### config.mk
export PLATFORM = sky130hd
export DESIGN_NAME = lkr_ctrl
export DESIGN_NICKNAME = d
export VERILOG_FILES = /design/src/lkr_pkg.sv /design/src/lkr_ctrl.sv
export SDC_FILE = /design/constraint.sdc
export NUM_CORES = 1
export LEC_CHECK = 0
export ABC_CLOCK_PERIOD_IN_PS = 2300
export BUFFER_PORTS_ARGS = -buffer_cell sky130_fd_sc_hd__buf_2
export CAP_MARGIN = 20
export CELL_PAD_IN_SITES_DETAIL_PLACEMENT = 1
export CELL_PAD_IN_SITES_GLOBAL_PLACEMENT = 1
export CORE_MARGIN = 4
export CORE_UTILIZATION = 38
export CTS_CLUSTER_DIAMETER = 200
export DETAILED_ROUTE_END_ITERATION = 12
export HOLD_SLACK_MARGIN = 0.15
export PLACE_DENSITY_LB_ADDON = 0.12
export SLEW_MARGIN = 20
export SYNTH_ARGS = -nofsm -noshare
export SYNTH_HDL_FRONTEND = slang
export SYNTH_SLANG_ARGS = --single-unit
### constraint.sdc
create_clock -name clk -period 2.3 [get_ports clk]
set_input_delay 0.345 -clock clk [delete_from_list [all_inputs] [get_ports clk]]
set_output_delay 0.345 -clock clk [all_outputs]
set_load 0.01 [all_outputs]
### src/lkr_pkg.sv
// shared constants, codes and control types for the lru-k frame replacer
package lkr_pkg;

    localparam int DEF_FRAME_COUNT = 64;
    localparam int DEF_K_MAX       = 8;
    localparam int DEF_STAMP_BITS  = 32;

    localparam logic [3:0] K_RESET   = 4'd2;
    localparam logic [3:0] TALLY_TOP = 4'hF;

    typedef enum logic [1:0] {
        CMD_ACCESS    = 2'd0,
        CMD_SET_EVICT = 2'd1,
        CMD_REMOVE    = 2'd2,
        CMD_EVICT     = 2'd3
    } cmd_t;

    typedef enum logic [1:0] {
        ST_OK      = 2'd0,
        ST_INVALID = 2'd1,
        ST_PINNED  = 2'd2,
        ST_EMPTY   = 2'd3
    } status_t;

    // controller to datapath commands
    typedef struct packed {
        logic latch;
        logic exec_op;
        logic scan_clear;
        logic scan_issue;
        logic finish;
    } ctl_t;

endpackage

### src/lkr_ctrl.sv
// command sequencer for the lru-k frame replacer
module lkr_ctrl #(
    parameter int FRAME_COUNT = lkr_pkg::DEF_FRAME_COUNT
) (
    input  logic                           clk,
    input  logic                           rst_n,
    input  logic                           start,
    input  logic [1:0]                     command,
    output logic                           busy,
    output lkr_pkg::ctl_t                  ctl,
    output logic [$clog2(FRAME_COUNT)-1:0] scan_idx
);
    import lkr_pkg::*;

    localparam int FW = $clog2(FRAME_COUNT);

    typedef enum logic [2:0] {
        S_IDLE,
        S_FETCH,
        S_EXEC,
        S_SCAN,
        S_DRAIN,
        S_FINISH
    } state_t;

    state_t        state_reg;
    logic [FW-1:0] idx_reg;
    logic          drain_reg;

    assign busy     = (state_reg != S_IDLE);
    assign scan_idx = idx_reg;

    always_comb
    begin
        ctl.latch      = (state_reg == S_IDLE) && start;
        ctl.exec_op    = (state_reg == S_EXEC);
        ctl.scan_clear = ctl.latch && (cmd_t'(command) == CMD_EVICT);
        ctl.scan_issue = (state_reg == S_SCAN);
        ctl.finish     = (state_reg == S_FINISH);
    end

    always_ff @(posedge clk or negedge rst_n)
    begin
        if (!rst_n)
        begin
            state_reg <= S_IDLE;
            idx_reg   <= '0;
            drain_reg <= 1'b0;
        end
        else
        begin
            unique case (state_reg)
                S_IDLE:
                begin
                    if (start)
                    begin
                        idx_reg   <= '0;
                        drain_reg <= 1'b0;
                        if (cmd_t'(command) == CMD_EVICT)
                        begin
                            state_reg <= S_SCAN;
                        end
                        else
                        begin
                            state_reg <= S_FETCH;
                        end
                    end
                end
                S_FETCH:
                begin
                    state_reg <= S_EXEC;
                end
                S_EXEC:
                begin
                    state_reg <= S_IDLE;
                end
                S_SCAN:
                begin
                    if (idx_reg == FW'(FRAME_COUNT - 1))
                    begin
                        state_reg <= S_DRAIN;
                    end
                    else
                    begin
                        idx_reg <= idx_reg + 1'b1;
                    end
                end
                S_DRAIN:
                begin
                    if (drain_reg)
                    begin
                        state_reg <= S_FINISH;
                    end
                    drain_reg <= 1'b1;
                end
                S_FINISH:
                begin
                    state_reg <= S_IDLE;
                end
                default:
                begin
                    state_reg <= S_IDLE;
                end
            endcase
        end
    end

endmodule

## Word level (Yosys, flattened, before mapping)

Cells that the tools add are included.

| storage, ports and cells | value |
|---|---|
| bits in registers | 10 |
| word-level logic and storage cells | 34 |

| cells by class | value |
|---|---|
| add/subtract/negate cells | 1 |
| equality and inequality tests | 11 |
| multiplexer cells | 10 |
| reductions and logical operators | 9 |

Operators by type and width:

| cell | number |
|---|---|
| $mux 6 | 2 |
| $pmux 3 s4 | 1 |
| $pmux 6 s2 | 1 |
| $mux 3 | 3 |
| $add 6x1->6 const B | 1 |
| $eq 3x2->1 const B | 2 |
| $eq 3x3->1 const B | 2 |
| $eq 6x6->1 const B | 1 |
| $ne 2x2->1 const B | 3 |
| $reduce_and 3->1 | 2 |
| $reduce_bool 2->1 | 2 |
| $eq 3x1->1 const B | 1 |
| $logic_not 3->1 | 1 |
| $reduce_bool 3->1 | 1 |
| $eq 2x2->1 const B | 1 |
| $logic_and 1x1->1 | 2 |
| $mux 2 | 1 |
| $ne 2x1->1 const B | 1 |
| $pmux 1 s2 | 1 |
| $reduce_and 2->1 | 1 |
| $mux 1 | 1 |

## Logic depth before layout (Yosys ltp)

| logic depth | value |
|---|---|
| depth after elaboration | 4 |
| mapped depth | 5 |
| depth with buffers taken out | 4 |

## Worst setup path before layout

OpenSTA, ideal clock, no wires.

| path | value |
|---|---|
| path type | flip-flop to output port |
| start | register state_reg[2] |
| end | output ctl[2] in the netlist's numbering |
| data arrival time | 1.354 ns |
| setup slack | 0.601 ns |
| stages on the path, launching flop included | 6 |
| path through | dfrtp_1 > buf_6 > or4b_1 > buf_2 > inv_2 > and3_1 |

RTL lines:

| what | line | text |
|---|---|---|
| start, declared | lkr_ctrl.sv:26 | `state_t state_reg;` |
| start signal, assigned | lkr_ctrl.sv:46 | `state_reg <= S_IDLE;` |
| start signal, assigned | lkr_ctrl.sv:61 | `state_reg <= S_SCAN;` |
| start signal, assigned | lkr_ctrl.sv:65 | `state_reg <= S_FETCH;` |
| end, declared | lkr_ctrl.sv:10 | `output lkr_pkg::ctl_t ctl,` |

==> results.tsv <==
stage	metric	value	unit
run_status	status	finished, final reports clean	
grt	antenna_found_initial	0	
floorplanning	die_x	45.98	um
setup_path	crit_arrival	1.78	ns
route	via_per_inst	5.472	
sta	setup_tns	0	ns
sta	maxSlewHeadroom	65.22	%
synth	async_reset_ff_share	100.0	%
cts	tritoncts	yes	
floorplanning	ioPinCount	17	
final_layout	largest_reg_flops	6	
grt	grt_pass1_vias	475	
route	ant_nets	0	
synth	postSynthCellCount	55	
cts	h-tree-depth	1	
sta	rsz0062_at_grt	false	
sta	fin_skew	0.003233	ns
setup_path	crit_type	reg -> out	
synth	yosys_register_bits	10	
final_layout	fin_util	50.75	%
cts	clkTransAtPathRegs	0.07	ns
sta	hold_viol	0	
synth	synth_edf_count	0	
sta	setup_viol_count_final	0	
route	first_iter_violations	8	
power_and_ir_drop	power_density	982.9	nW/um^2
synth	ys_top_cells_by_area	dfrtp_1 (46%), mux2i_1 (7.3%), xor2_1 (4.8%)	
floorplanning	core_area	1334	um^2
synth	ys.flop_type	dfrtp_1	
synth	synth_fp_nets	61	
synth	post_synth_instance_area	548.0	um^2
cts	cts_root_buf	clkbuf_4	
floorplanning	initial_core_util	41.09	%
place	io_buffers	16	
synth	synth.most_common_cell	dfrtp_1	
synth	synth_cell_types	25	
cts	insertion_delay	0.26	ns
setup_path	worstSetupStartpointType	flop	
power_and_ir_drop	vdd_drop_max	0.0005406	V
setup_path	worst-path-max-fanout	8	
floorplanning	die_area	2114	um^2
final_layout	antenna_cells	0	
sta	max_freq	0.4698	GHz
synth	yosys.area.top_type	dfrtp_1	
cts	cts_resized	0	
grt	grt_max_degree	11	
grt	gr-total-overflow	0	
route	drc	0	
sta	final_max_slew_viol_count	0	
setup_path	crit_required	1.96	ns
final_layout	multi_input_area	266.5	um^2
final_layout	fin_nets	81	
floorplanning	die_h	45.98	um
route	vias	487	
setup_path	endpoint_kind	primary output	
cts	ctsLongestPathBuffers	2	
grt	grt.total_usage	15.04	%
sta	worst_pin_slew	0.5182	ns
floorplanning	num_rows	13	
synth	synth-seq-area-share	45.66	%
route	dr.pass1.iters	4	
route	routed_wl	1352	um
synth	synth.avg_cell_area	9.964	um^2
sta	fin_crit	2.129	ns
power_and_ir_drop	p_total	665.4	uW
synth	yosys_warnings	0	
cts	numCtsBuffers	3	
power_and_ir_drop	leakage	0.0003645	uW
final_layout	nFillCells	163	
final_layout	drive_above_1_share	31.08	%
cts	clkSinkCount	10	
flow_run	max-cap-violations	0	
final_layout	final_cells	89	
place	post-dp-hpwl	1042	um
route	wire_per_inst	15.19	um
place	gp_congestion	0.7049	
sta	period_share	92.55	%
synth	synth_top_cell_area_share	45.66	%
grt	grt_pass1_wl	2194	um
worst_hold_path	hp-class	in -> reg	
final_layout	seq_area	250.2	um^2
synth	synth_common_cells	dfrtp_1 (10), nand2_1 (6), mux2i_1 (4), nand3_1 (4)	
final_layout	area_delta_synth_final	23.52	%
place	dp.cells	84	
cts	cts_setup_buffers	0	
-- cells in the final DEF, fill, tap and decap left out, drive strengths merged, types with 2 or more instances in the layout --
cell | Yosys | routed
buf | 2 | 16
and3 | 2 | 2
o211ai | 3 | 3
inv | 4 | 4
a22o | 2 | 2
nand2 | 6 | 6
xor2 | 3 | 3
nand3 | 4 | 4
mux2i | 4 | 4
nor2 | 2 | 2
dfrtp | 10 | 10
o21ai | 2 | 2
clkbuf | 0 | 4
-- layer usage --
| metal | share of wire (%) | GRT usage [%] | up-vias |
|---|---|---|---|
| met1 | 46 | 20.00 | 231 |
| li1 | - | - | 241 |
| met5 | 0 | 0 | - |
| met3 | 5.7 | 3.953 | 2 |
| met2 | 47 | 21.70 | 13 |
| met4 | 0.81 | 8.523 | 0 |
-- final timing paths --
| kind | cells after the start | startpoint | endpoint | slack [ns] |
|---|---|---|---|---|
| worst max register to register | 4 | scan_idx[0] | scan_idx[1] | 0.69 |
| min in group asynchronous | 2 | rst_n | scan_idx[4] | 0.47 |
| max in group asynchronous | 2 | rst_n | scan_idx[0] | 1.64 |
| worst min register to register | 1 | drain_reg | drain_reg | 0.52 |
| worst max-delay path | 4 | state_reg[0] | ctl[2] | 0.17 |
| worst min-delay path | 3 | start | drain_reg | 0.42 |
-- cell type report --
class / count / area share [%]
timing repair buffer: 17 / 13.31
sequential: 10 / 36.97
multi-input combinational: 39 / 39.37
inverter: 4 / 2.218
clock buffer: 4 / 5.360
tap: 15 / 2.773
-- report_power, final --
group | internal (uW) | switching [uW] | leakage [uW]
clock | 96.0 | 62.6 | 0.0000210
sequential | 210 | 59.1 | 0.000135
combinational | 97.2 | 140 | 0.000209
total | 404 | 262 | 0.000364
-- timing repair --
item                                   in CTS  in global routing
setup endpoints to repair                   0                  0
endpoints found under the hold margin      10                  0
hold buffers                                1                  0
-- per-stage QoR --
step	setup WS (ns)	hold slack [ns]	instance area (um^2)
after global placement	0.4961	0.2230	630.6
after floorplan	0.6015	0.04941	548.0
after global routing	0.09294	0.3971	676.9
after detailed placement	0.4610	0.2203	630.6
after CTS	0.1505	0.4041	676.9
final	0.1715	0.4174	676.9
-- kinds of logic (layout without fill, tap and decap cells) --
| family | Yosys count | after routing | share of synthesized area [%] |
|---|---|---|---|
| AOI/OAI and AO/OA | 12 | 12 | 16.21 |
| xor gates and xnor gates | 3 | 3 | 4.795 |
| adders and majority gates | 1 | 1 | 2.283 |
| buffers and inverters | 6 | 25 | 5.706 |
| DFF | 10 | 10 | 45.66 |
| muxes | 4 | 4 | 7.306 |
| and+or+nand+nor | 19 | 19 | 18.04 |
-- critical path: stages, from the launching register on --
cell,delay (ns)
dfrtp_1,0.45
or4b_1,0.71
inv_2,0.10
and3_1,0.14
buf_2,0.12
(Power assumes the default switching activity.)
